==> src/itoa_pkg.sv <==
// Shared types and constants for the signed integer to decimal text converter.
// No dependencies; used by itoa_bcd_cell and signed_int_to_decimal_ascii.

package itoa_pkg;

  // Default width of the input value.
  localparam int VALUE_BITS_DEF = 32;

  // ASCII codes of the characters the block emits.
  localparam logic [7:0] CH_ZERO  = 8'd48;
  localparam logic [7:0] CH_MINUS = 8'd45;

  // Decimal digits needed for a magnitude up to 2**(bits-1).
  // 30103 / 100000 approximates log10(2) closely enough for 8..63 bits.
  function automatic int num_digits(input int bits);
    return (bits * 30103) / 100000 + 1;
  endfunction

  // Sequencer states.
  typedef enum logic [2:0] {
    ST_IDLE,
    ST_CONVERT,
    ST_SIGN,
    ST_SKIP,
    ST_EMIT
  } state_t;

  // Controls broadcast from the sequencer to every digit cell.
  typedef struct packed {
    logic clear;        // set the digit to zero
    logic dabble;       // add-3 adjust, then shift one binary bit in
    logic shift_digit;  // take the neighbor's digit (move toward the top)
  } cell_ctrl_t;

endpackage

==> src/itoa_bcd_cell.sv <==
// One decimal digit cell of the double-dabble chain.
// Depends on itoa_pkg for the cell control struct.

module itoa_bcd_cell (
  input  logic                    clk,
  input  itoa_pkg::cell_ctrl_t    ctrl,
  input  logic                    bit_in,
  input  logic [3:0]              digit_in,
  output logic                    bit_out,
  output logic [3:0]              digit_out
);

  logic [3:0] digit_r;
  logic [3:0] digit_nxt;
  logic [3:0] adjusted;

  // Add 3 to digits of 5 or more so the shift carries correctly into the next decade.
  assign adjusted = (digit_r >= 4'd5) ? (digit_r + 4'd3) : digit_r;
  assign bit_out  = adjusted[3];

  // Select the next digit value.
  always_comb begin
    digit_nxt = digit_r;
    if (ctrl.clear) begin
      digit_nxt = 4'd0;
    end else if (ctrl.dabble) begin
      digit_nxt = {adjusted[2:0], bit_in};
    end else if (ctrl.shift_digit) begin
      digit_nxt = digit_in;
    end
  end

  // Digit register; cleared by the sequencer at the start of each item.
  always_ff @(posedge clk) begin
    digit_r <= digit_nxt;
  end

  assign digit_out = digit_r;

endmodule

==> src/signed_int_to_decimal_ascii.sv <==
// Top level of the signed integer to decimal ASCII converter.
// Depends on itoa_pkg and instantiates a row of itoa_bcd_cell.
//
// Usage:
//   Input: drive in_value and raise start; the value is transferred at the
//   rising edge where start is high and busy is low. busy stays high until
//   the last character has left.
//   Output: one character per out_strobe cycle, most significant first, a
//   leading '-' for negative values, no leading zeros, out_last_char on the
//   final character. The receiver cannot stall; each character is present
//   for exactly one cycle.
//   Timing: after the transfer, the magnitude is shifted bit by bit through
//   the row of BCD cells (the double-dabble loop), then the sign is emitted
//   if negative, then leading zero digits are dropped one per cycle and the
//   remaining digits emitted one per cycle. The next transfer can follow
//   right after the last character.
//   Reset: synchronous active-low rst_n returns the sequencer to idle; no
//   state is carried between items.

module signed_int_to_decimal_ascii #(
  parameter int VALUE_BITS = itoa_pkg::VALUE_BITS_DEF
) (
  input  logic                         clk,
  input  logic                         rst_n,
  input  logic                         start,
  output logic                         busy,
  input  logic signed [VALUE_BITS-1:0] in_value,
  output logic                         out_strobe,
  output logic [7:0]                   out_char_code,
  output logic                         out_last_char
);

  localparam int NUM_DIGITS = itoa_pkg::num_digits(VALUE_BITS);
  localparam int BCW        = $clog2(VALUE_BITS);
  localparam int DCW        = $clog2(NUM_DIGITS + 1);

  itoa_pkg::state_t     state_r, state_nxt;
  logic [VALUE_BITS-1:0] mag_r, mag_nxt;
  logic                 neg_r, neg_nxt;
  logic [BCW-1:0]       bit_cnt_r, bit_cnt_nxt;
  logic [DCW-1:0]       dig_cnt_r, dig_cnt_nxt;
  itoa_pkg::cell_ctrl_t ctrl;

  logic [NUM_DIGITS-1:0] carry;
  logic [3:0]            digit [NUM_DIGITS];
  logic [3:0]            top_digit;

  assign top_digit = digit[NUM_DIGITS-1];
  assign carry[0]  = mag_r[VALUE_BITS-1];

  // Row of BCD cells, least significant digit at index 0.
  for (genvar i = 0; i < NUM_DIGITS; i++) begin : g_cell
    logic [3:0] from_lower;
    if (i == 0) begin : g_first
      assign from_lower = 4'd0;
    end else begin : g_rest
      assign from_lower = digit[i-1];
    end
    if (i < NUM_DIGITS - 1) begin : g_link
      itoa_bcd_cell u_cell (
        .clk       (clk),
        .ctrl      (ctrl),
        .bit_in    (carry[i]),
        .digit_in  (from_lower),
        .bit_out   (carry[i+1]),
        .digit_out (digit[i])
      );
    end else begin : g_top
      itoa_bcd_cell u_cell (
        .clk       (clk),
        .ctrl      (ctrl),
        .bit_in    (carry[i]),
        .digit_in  (from_lower),
        .bit_out   (),
        .digit_out (digit[i])
      );
    end
  end

  // Sequencer: next state, datapath controls and result outputs.
  always_comb begin
    state_nxt     = state_r;
    mag_nxt       = mag_r;
    neg_nxt       = neg_r;
    bit_cnt_nxt   = bit_cnt_r;
    dig_cnt_nxt   = dig_cnt_r;
    ctrl          = '0;
    out_strobe    = 1'b0;
    out_char_code = itoa_pkg::CH_ZERO + {4'd0, top_digit};
    out_last_char = 1'b0;
    case (state_r)
      itoa_pkg::ST_IDLE: begin
        if (start) begin
          neg_nxt     = in_value[VALUE_BITS-1];
          mag_nxt     = in_value[VALUE_BITS-1] ? (~in_value + 1'b1) : in_value;
          bit_cnt_nxt = BCW'(VALUE_BITS - 1);
          ctrl.clear  = 1'b1;
          state_nxt   = itoa_pkg::ST_CONVERT;
        end
      end
      itoa_pkg::ST_CONVERT: begin
        ctrl.dabble = 1'b1;
        mag_nxt     = {mag_r[VALUE_BITS-2:0], 1'b0};
        bit_cnt_nxt = bit_cnt_r - 1'b1;
        dig_cnt_nxt = DCW'(NUM_DIGITS);
        if (bit_cnt_r == '0) begin
          state_nxt = neg_r ? itoa_pkg::ST_SIGN : itoa_pkg::ST_SKIP;
        end
      end
      itoa_pkg::ST_SIGN: begin
        out_strobe    = 1'b1;
        out_char_code = itoa_pkg::CH_MINUS;
        state_nxt     = itoa_pkg::ST_SKIP;
      end
      itoa_pkg::ST_SKIP: begin
        // Drop leading zeros, but always keep the last digit.
        if (top_digit == 4'd0 && dig_cnt_r != DCW'(1)) begin
          ctrl.shift_digit = 1'b1;
          dig_cnt_nxt      = dig_cnt_r - 1'b1;
        end else begin
          state_nxt = itoa_pkg::ST_EMIT;
        end
      end
      itoa_pkg::ST_EMIT: begin
        out_strobe       = 1'b1;
        out_last_char    = (dig_cnt_r == DCW'(1));
        ctrl.shift_digit = 1'b1;
        dig_cnt_nxt      = dig_cnt_r - 1'b1;
        if (dig_cnt_r == DCW'(1)) begin
          state_nxt = itoa_pkg::ST_IDLE;
        end
      end
      default: begin
        state_nxt = itoa_pkg::ST_IDLE;
      end
    endcase
  end

  assign busy = (state_r != itoa_pkg::ST_IDLE);

  // State register.
  always_ff @(posedge clk) begin
    if (!rst_n) begin
      state_r <= itoa_pkg::ST_IDLE;
    end else begin
      state_r <= state_nxt;
    end
  end

  // Magnitude shift register and counters.
  always_ff @(posedge clk) begin
    mag_r     <= mag_nxt;
    neg_r     <= neg_nxt;
    bit_cnt_r <= bit_cnt_nxt;
    dig_cnt_r <= dig_cnt_nxt;
  end

endmodule
==> config.mk <==
export PLATFORM = sky130hd
export DESIGN_NAME = signed_int_to_decimal_ascii
export DESIGN_NICKNAME = d
export VERILOG_FILES = /design/src/itoa_pkg.sv /design/src/itoa_bcd_cell.sv /design/src/signed_int_to_decimal_ascii.sv
export SDC_FILE = /design/constraint.sdc
export NUM_CORES = 1
export LEC_CHECK = 0
export BUFFER_PORTS_ARGS = -buffer_cell sky130_fd_sc_hd__clkbuf_2
export CAP_MARGIN = 20
export CORE_MARGIN = 4
export CORE_UTILIZATION = 43
export CTS_BUF_LIST = sky130_fd_sc_hd__clkbuf_2 sky130_fd_sc_hd__clkbuf_4 sky130_fd_sc_hd__clkbuf_8
export DETAILED_ROUTE_END_ITERATION = 7
export SYNTH_ARGS = -nofsm -noshare
export SYNTH_HDL_FRONTEND = slang
export SYNTH_SLANG_ARGS = --single-unit
==> constraint.sdc <==
create_clock -name clk -period 2.9 [get_ports clk]
set_clock_uncertainty 0.1 [all_clocks]
set_input_delay 0.29 -clock clk [delete_from_list [all_inputs] [get_ports clk]]
set_output_delay 0.29 -clock clk [all_outputs]
set_load 0.05 [all_outputs]
# Yosys cells after proc, flatten, opt, wreduce, memory -nomap -nowiden
# Index checks and enable logic that the tools add are counted.
# W data, S select, Z words.
# op_classes
addsub	14
magnitude_cmp	10
n_eq_ne	11
mux	51
n_bitwise	1
reduce_logical	13
# ops
operator	count
$mux W4	30
$mux W32	2
$pmux W32 S2	1
$ge A4 B3 Y1 const B	10
$add A4 B2 Y4 const B	9
$add A32 B1 Y32 const B	1
$not A32 Y32	1
$mux W3	5
$pmux W3 S5	1
$pmux W4 S3	1
$ne A2 B2 Y1 const B	5
$pmux W5 S2	1
$add A6 B4 Y7 const A	1
$mux W1	7
$mux W7	1
$eq A3 B2 Y1 const B	2
$reduce_and A2 Y1	3
$reduce_bool A3 Y1	2
$logic_not A5 Y1	1
$mux W5	1
$sub A5 B1 Y5 const B	1
$eq A4 B1 Y1 const B	1
$logic_not A4 Y1	1
$ne A4 B1 Y1 const B	1
other kinds (10)	11
# word_totals
register_bits	85
input_bits	35
out_inout_bits	11
wordCells	115

# Logic depth before layout (Yosys ltp)
# Gate-level depths: netlist of the first run.
# logic_depth
ltp_word	6
ltp_mapped	9
depth_no_buf	8

# Cells and area by module
# Synthesis of the first run repeated with hierarchy kept, for this count alone.
# unflattened
hier_cells	653
hier_area_um2	5640.4
# by_module_without_submodules
mod	n_inst	cells_per_inst	area_each_um2	seq_area_each_um2
signed_int_to_decimal_ascii	1	303	2837.7	1321.3
itoa_bcd_cell	10	35	280.3	80.1

# Worst setup path after synthesis of the first run
# OpenSTA, ideal clock, no wires.
# synth_path
path_type	register to register
start	register state_r[0]
end	register bit_cnt_r[0], enable pin
setup_ns	0.395
arrival_time_ns	2.340
required_ns	2.405
slack_ns	0.065
path_stages_with_launch	7
path_buffers	3
period_less_slack_ns	2.835
cell_sequence	dfxtp_1 clkbuf_1 nor2b_1 or2b_2 clkbuf_8 buf_1 nand2_1
# synth_between
elab_chain_len	3
word_cells_on_any_way	5
classes_between	2 x eq/ne; 3 x reduce/logical
# synth_rtl
element	line	rtl
start, declared	signed_int_to_decimal_ascii.sv:37	itoa_pkg::state_t state_r, state_nxt;
start signal, assigned	signed_int_to_decimal_ascii.sv:144	state_r <= itoa_pkg::ST_IDLE;
start signal, assigned	signed_int_to_decimal_ascii.sv:146	state_r <= state_nxt;
$eq A3 B1 Y1 or $logic_not A3 Y1 (tied branches)	signed_int_to_decimal_ascii.sv:91	case (state_r)
$reduce_bool A2 Y1 (no line) or $ne A2 B2 Y1 (tied branches)	-	
$reduce_and A2 Y1 (no line) (*)	-	
end signal, assigned	signed_int_to_decimal_ascii.sv:154	bit_cnt_r <= bit_cnt_nxt;
end, declared	signed_int_to_decimal_ascii.sv:40	logic [BCW-1:0] bit_cnt_r, bit_cnt_nxt;
# Mark *: on every way between the ends. The rest lies on a longest branch, timed or not.
# A chain may end at the register's enable or synchronous reset.

# Final worst setup path of the first run
# layout_path
start	register dig_cnt_r[1]
end	output port out_last_char
# layout_between
elab_chain_len	2
# layout_rtl
element	line	rtl
start, declared	signed_int_to_decimal_ascii.sv:41	logic [DCW-1:0] dig_cnt_r, dig_cnt_nxt;
start signal, assigned	signed_int_to_decimal_ascii.sv:155	dig_cnt_r <= dig_cnt_nxt;
$eq A4 B1 Y1	signed_int_to_decimal_ascii.sv:126	out_last_char = (dig_cnt_r == DCW'(1));
$mux W1	signed_int_to_decimal_ascii.sv:91	
end, declared	signed_int_to_decimal_ascii.sv:30	output logic out_last_char
# No other way between the ends.

==> results of run 1 <==
-- cell usage after synthesis, drive strengths merged --
library cell	number	area [sq um]
clkbuf	27	111
mux2	2	26.3
nor4	5	31.3
nor2b	3	18.8
inv	32	120
nor3b	12	90.1
nor3	6	30.0
or2b	1	8.76
o21ai	60	300
nand4b	1	8.76
o211ai	18	135
a2111oi	1	8.76
nand2	82	308
a31oi	10	62.6
xor2	28	245
o22ai	11	68.8
buf	9	53.8
or3	3	23.8
o31a	1	8.76
dfxtp	43	861
a22oi	3	22.5
mux2i	11	110
xnor2	15	131
a21oi	58	290
o22a	1	8.76
nor2	37	139
o41ai	6	52.6
a32oi	9	78.8
nor4b	2	17.5
and3	2	12.5
and4	1	8.76
conb	2	7.51
nand3	13	70.1
or2	3	18.8
ha	26	325
and2	1	6.26
nand4	1	6.26
or4	5	45.0
o31ai	11	82.6
edfxtp	42	1260
nand2b	24	150
-- sequential cells by signal (all words and copies together), names as in the netlist --
signal	flops
g_cell.g_link.u_cell.digit_out	36
mag_r	32
bit_cnt_r	5
dig_cnt_r	4
g_cell.g_top.u_cell.digit_out	4
state_r	3
neg_r	1
-- cells by family (layout without fill, tap and decap cells) --
logic type      count (synthesis)  count (layout)  share of synthesized area (%)
simple gates                  202             202                           18.5
compound gates                189             189                           20.9
flops                          85              85                           39.5
buf+inv                        68             103                           5.32
xor+xnor                       43              43                           7.02
fa+ha+maj                      26              26                           6.06
mux                            13              13                           2.54
other cells                     2               3                          0.140
-- power by group --
part | internal [mW] | leakage (nW) | switching [mW]
logic | 1.02 | 1.42 | 1.42
clock network | 0.323 | 0.0812 | 0.418
registers | 1.75 | 0.750 | 0.401
-- path summary, 6_finish.rpt --
kind | start | end | slack, ns | cells past startpoint
setup / recovery | dig_cnt_r[1]$_SDFFCE_PN1P_ | out_last_char | 0.48 | 5
hold / removal | rst_n | state_r[2]$_SDFFE_PN0P_ | 0.06 | 3
setup reg to reg | dig_cnt_r[1]$_SDFFCE_PN1P_ | g_cell[2].g_link.u_cell.digit_out[1]$_SDFFE_PP0P_ | 0.52 | 10
hold reg to reg | g_cell[8].g_link.u_cell.digit_out[1]$_SDFFE_PP0P_ | g_cell[9].g_top.u_cell.digit_out[1]$_SDFFE_PP0P_ | 0.40 | 2
-- layout make-up --
class / instances / share of cell area, %
Multi-Input combinational cell: 476 / 50.2
Sequential cell: 85 / 35.8
Timing Repair Buffer: 55 / 5.62
Tap cell: 168 / 3.55
Clock buffer: 11 / 2.35
Inverter: 32 / 2.03
Clock inverter: 5 / 0.465
-- per-layer routing --
| metal | routed length, um | vias up |
|---|---|---|
| met2 | 5080 | 76 |
| met5 | 0 | - |
| met1 | 5450 | 2043 |
| met4 | 138 | 0 |
| li1 | - | 2311 |
| met3 | 441 | 13 |
-- through the flow --
step	power, mW	instance area, sq um
after floorplan	4.04	5370
after global routing	5.84	5920
after global placement	4.54	5760
final	5.34	5920
after detailed placement	4.64	5760
after CTS	5.41	5920
-- worst register-to-register path, cell delays in order, from the launching register on --
cell and delay, ns:
edfxtp_1 0.39, inv_1 0.09, ha_1 0.14, nor3b_1 0.53
nor4b_1 0.11, buf_4 0.18, a21oi_1 0.21, inv_2 0.06
buf_4 0.22, o21ai_0 0.18, a31oi_1 0.06
==> results.yml, run 1 <==
setup_path:
  cp_slowest_cell: "nor3b_1"
  cp.buffers_inverters: 2
  path_delay_family: "simple AND/OR/NAND/NOR gates"
  critPathRequiredTime_ns: 2.51
  crit_path_end_kind: "output port"
  worstPathArrival_ns: 2.03
  cp_slowest_stage_delay_ns: 0.53
  critical_path_class: "reg2out"
  critPathMaxFanout: 5
  start_kind: "register"
  cp_cell_sequence: "inv_1 -> ha_1 -> nor3b_1 -> and3_1 -> clkbuf_2"
sta:
  fin_crit_ns: 2.42
  finalSetupTns_ns: 0
  worstMarginPinSlew_ns: 0.630
  relSlewSlack_pct: 57.9
  drv_slew: 0
  hold_slack_ns: 0.0626
  setup_viol: 0
  timing.final.crit_share_pct: 83.3
  hold_violations: 0
  rsz0062_at_grt: "false"
  fin_ws_ns: 0.483
  maxClockFrequency_ghz: 0.414
floorplan:
  initial_core_util_pct: 44.3
  dieHeight_um: 120
  core-area_sq_um: 12100
  num_rows: 40
  die_w_um: 120
  io-pin-count: 46
  die_area_sq_um: 14300
worst_hold_path:
  hold_class: "in2reg"
clock_network:
  cts_resized: 0
  cts_max_level: 3
  clock_sinks: 85
  hold_buffers: 0
  post-cts-setup-buffers: 0
  insertion_delay_ns: 0.37
  tritoncts: "done"
  clockRootBuffer: "clkbuf_8"
  cts_buffers: 9
  clk_path_buf_depth: 2
  clkTransAtPathRegs_ns: 0.07
finish:
  final_cell_mix: "82 x nand2_1, 60 x o21ai_0, 58 x a21oi_1"
  syn_to_final_growth_pct: 10.4
  final_common_cell: "nand2_1"
  final-seq-area_sq_um: 2120
  fillCellCount: 1226
  drive_gt1_share_pct: 12.2
  instances_no_fill: 832
  fin_util_pct: 48.9
  multi_input_area_sq_um: 2970
  diodes: 0
  layout.nets: 720
run_status:
  status: "completed"
synthesis:
  synth_warnings: 0
  synth_cell_types: 50
  avgSynthCellArea_sq_um: 8.55
  syn_area_sq_um: 5370
  synth_seq_area_share_pct: 39.5
  ys_ff_latch: 85
  syn_inst: 628
detailed_routing:
  wl_per_cell_um: 13.3
  drt_iter0_markers: 258
  avgViaCountPerCell: 5.34
  detail-route-antenna-nets: 0
  drt-pass1-iter-count: 4
  via_count: 4443
  drc_errors: 0
  drt_wl_total_mm: 11.1
power:
  p_leak_nw: 2.25
  p_per_area_nw_per_um2: 901
  ir_drop_uv: 280
grt:
  use_met2_pct: 27.3
  globalRouteOverflowTotal: 0
  grtUsageMet1_pct: 19.9
  grtUsageMet3_pct: 4.43
  grt_max_degree: 99
  track_usage_pct: 16.0
  grt_pass1_wl_mm: 19.0
  antenna_found_initial: 0
  grt.busiest_layer: "met2"
  grt_pass1_vias: 4205
flow_run:
  cap_violations: 0
place:
  place.gp.congestion: 0.828
  dp_slack_ns: 0.390
  dpl.hpwl_mm: 7.64
  port_buffers: 42
  dp_cells: 816
Note: power is estimated with default switching activity, not from simulation.
==> run 2: changes to the inputs <==
--- a/config.mk
+++ b/config.mk
@@ -5,6 +5,7 @@
 export SDC_FILE = /design/constraint.sdc
 export NUM_CORES = 1
 export LEC_CHECK = 0
+export ABC_AREA = 1
 export BUFFER_PORTS_ARGS = -buffer_cell sky130_fd_sc_hd__clkbuf_2
 export CAP_MARGIN = 20
 export CORE_MARGIN = 4
==> constraint.sdc (replaced) <==
create_clock -name clk -period 2.5 [get_ports clk]
set_clock_uncertainty 0.1 [all_clocks]
set_input_delay 0.25 -clock clk [delete_from_list [all_inputs] [get_ports clk]]
set_output_delay 0.25 -clock clk [all_outputs]
set_load 0.05 [all_outputs]
==> run 2 against run 1 <==
Net effect:
- highest routed layer unchanged
- clock power grew 18%
- sequential cell count stayed put
- sequential share of layout area shrank 0.89 points
- die area is 2.9% higher
- critical path depth increased by 2
==> results.yml, run 2 <==
run_status:
  status: "completed"
place:
  dpl.hpwl_mm: 9.05
  dp_cells: 966
  place.gp.congestion: 0.827
  dp_slack_ns: 0.519
  port_buffers: 42
floorplan:
  die_w_um: 121
  die_area_sq_um: 14700
  dieHeight_um: 121
  io-pin-count: 46
  initial_core_util_pct: 43.9
  num_rows: 41
  core-area_sq_um: 12600
synthesis:
  netlist.area_leader.share_pct: 22.8
  async_flop_share_pct: 0
  syn_inst: 773
  synthTopCellsByArea: "edfxtp_1 23%, dfxtp_1 16%, nand2_1 13%"
  syn_area_sq_um: 5530
  synth-edff-count: 42
  synth-main-ff-cell: "dfxtp_1"
  synth_largest_area_cell: "edfxtp_1"
  synth_cell_types: 32
  synth_warnings: 0
  ys_ff_latch: 85
  synth_seq_area_share_pct: 38.3
  avgSynthCellArea_sq_um: 7.16
  yosys-top-cells-count: "189 x nand2_1, 83 x o21ai_0, 78 x inv_1"
  synth_most_common_cell: "nand2_1"
clock_network:
  post-cts-setup-buffers: 0
  clk_path_buf_depth: 2
  cts_buffers: 9
  cts_resized: 0
  insertion_delay_ns: 0.37
  hold_buffers: 0
  tritoncts: "done"
  clkTransAtPathRegs_ns: 0.09
  clockRootBuffer: "clkbuf_8"
  cts_max_level: 3
  clock_sinks: 85
power:
  power_frac_clock_pct: 16.5
  switching_power_mw: 2.26
  ir_drop_uv: 259
  p_per_area_nw_per_um2: 877
  comb_power_share_pct: 41.4
  internal_power_mw: 3.06
  sequentialPowerShare_pct: 42.1
  swShare_pct: 42.5
  p_leak_nw: 2.64
detailed_routing:
  drt_iter0_markers: 336
  wl_per_cell_um: 13.0
  drc_errors: 0
  avgViaCountPerCell: 5.16
  via_count: 5069
  detail-route-antenna-nets: 0
  drt-pass1-iter-count: 5
  drt_wl_total_mm: 12.8
grt:
  track_usage_pct: 18.5
  grt_max_degree: 53
  grt_pass1_wl_mm: 22.4
  globalRouteOverflowTotal: 0
  antenna_found_initial: 0
  grt_pass1_vias: 4773
setup_path:
  crit_path_end_kind: "register"
  critPathMaxFanout: 38
  critical_path_class: "reg2reg"
  r2r_cells: 7
  start_kind: "register"
  critPathRequiredTime_ns: 2.69
  worstPathArrival_ns: 2.10
sta:
  setup_viol: 0
  worstMarginPinSlew_ns: 0.638
  timing.final.crit_share_pct: 76.4
  maxClockFrequency_ghz: 0.524
  rsz0062_at_grt: "false"
  relSlewSlack_pct: 57.0
  fin_ws_ns: 0.591
  fin_crit_ns: 1.91
  hold_violations: 0
  drv_slew: 0
  finalSetupTns_ns: 0
finish:
  fin_util_pct: 48.1
  diodes: 0
  layout.nets: 866
  final_common_cell: "nand2_1"
  instances_no_fill: 982
  syn_to_final_growth_pct: 9.74
  drive_gt1_share_pct: 9.88
  final_cell_mix: "188 x nand2_1, 83 x o21ai_0, 78 x inv_1"
  largest_register_ffs: 36
worst_hold_path:
  hold_depth: 3
  hold_class: "in2reg"
flow_run:
  cap_violations: 0
-- run 2: changes by cell type after synthesis, moves of 12 or more --
| cell | change |
|---|---|
| a21oi_1 | +17 |
| nor2_1 | +17 |
| inv_1 | +47 |
| nand2b_1 | -24 |
| nor3b_1 | -12 |
| o21ai_0 | +23 |
| o211ai_1 | -17 |
| clkbuf_1 | -12 |
| nand2_1 | +107 |
| nand3_1 | +56 |
-- run 2: worst max-delay path: stages (launching register included) --
cell and delay, ns:
edfxtp_1 0.43, ha_1 0.23, nand2_1 0.11, nand2_1 0.13
o21bai_4 0.15, buf_4 0.38, o21ai_0 0.14, a31oi_1 0.15
-- run 2: worst paths after layout --
check                                                                        from                                                end  slack [ns]
worst min-delay path                                                        rst_n                            state_r[1]$_SDFFE_PN0P_        0.03
worst min register to register  g_cell[0].g_link.u_cell.digit_out[3]$_SDFFE_PP0P_  g_cell[0].g_link.u_cell.digit_out[3]$_SDFFE_PP0P_        0.37
worst max register to register                         dig_cnt_r[0]$_SDFFCE_PN0P_  g_cell[7].g_link.u_cell.digit_out[1]$_SDFFE_PP0P_        0.59
worst max-delay path                                   dig_cnt_r[0]$_SDFFCE_PN0P_  g_cell[7].g_link.u_cell.digit_out[1]$_SDFFE_PP0P_        0.59
-- run 2: through the flow --
step                      hold WS [ns]  cell area (sq um)  power (mW)
after floorplan                  0.249               5540        3.94
after global placement           0.348               5900        4.41
after detailed placement         0.355               5900        4.47
after CTS                      0.00727               6070        5.38
after global routing            0.0182               6070        5.85
final                           0.0280               6070        5.32
-- run 2: final cells by class --
cell class / instances / area (sq um)
multi-input cells: 574 / 2940
clock inverters: 6 / 40.0
fillers: 1300 / 6550
well taps: 172 / 215
inverters: 83 / 312
flip-flops and latches: 85 / 2120
clock buffers: 10 / 131
repair buffers: 52 / 310
-- run 2: per-layer routing --
layer  up-vias  track usage [%]  routed length (um)
met5         -                0                   0
met4         0             6.44                 226
met3        14             2.75                 431
met2        83             29.7                5870
met1      2334             25.5                6250
li1       2638                -                   -
-- run 2: power groups by stage --
| stage | Clock (mW) | Sequential (mW) | Combinational (mW) |
|---|---|---|---|
| floorplan | 0 | 2.18 | 1.76 |
| global placement | 0 | 2.26 | 2.15 |
| detailed placement | 0 | 2.27 | 2.21 |
| CTS | 0.920 | 2.24 | 2.22 |
| global route | 0.971 | 2.30 | 2.58 |
| finish | 0.878 | 2.24 | 2.21 |
-- run 2: cell families (layout without fill, tap and decap cells) --
family / Yosys count / in the layout / synth area share (%)
AOI/OAI and AO/OA: 180 / 180 / 16.9
xor gates and xnor gates: 30 / 30 / 4.75
adders and majority gates: 26 / 26 / 5.88
buffers and inverters: 115 / 151 / 8.59
DFF: 85 / 85 / 38.3
other: 2 / 3 / 0.136
and+or+nand+nor: 335 / 335 / 25.4
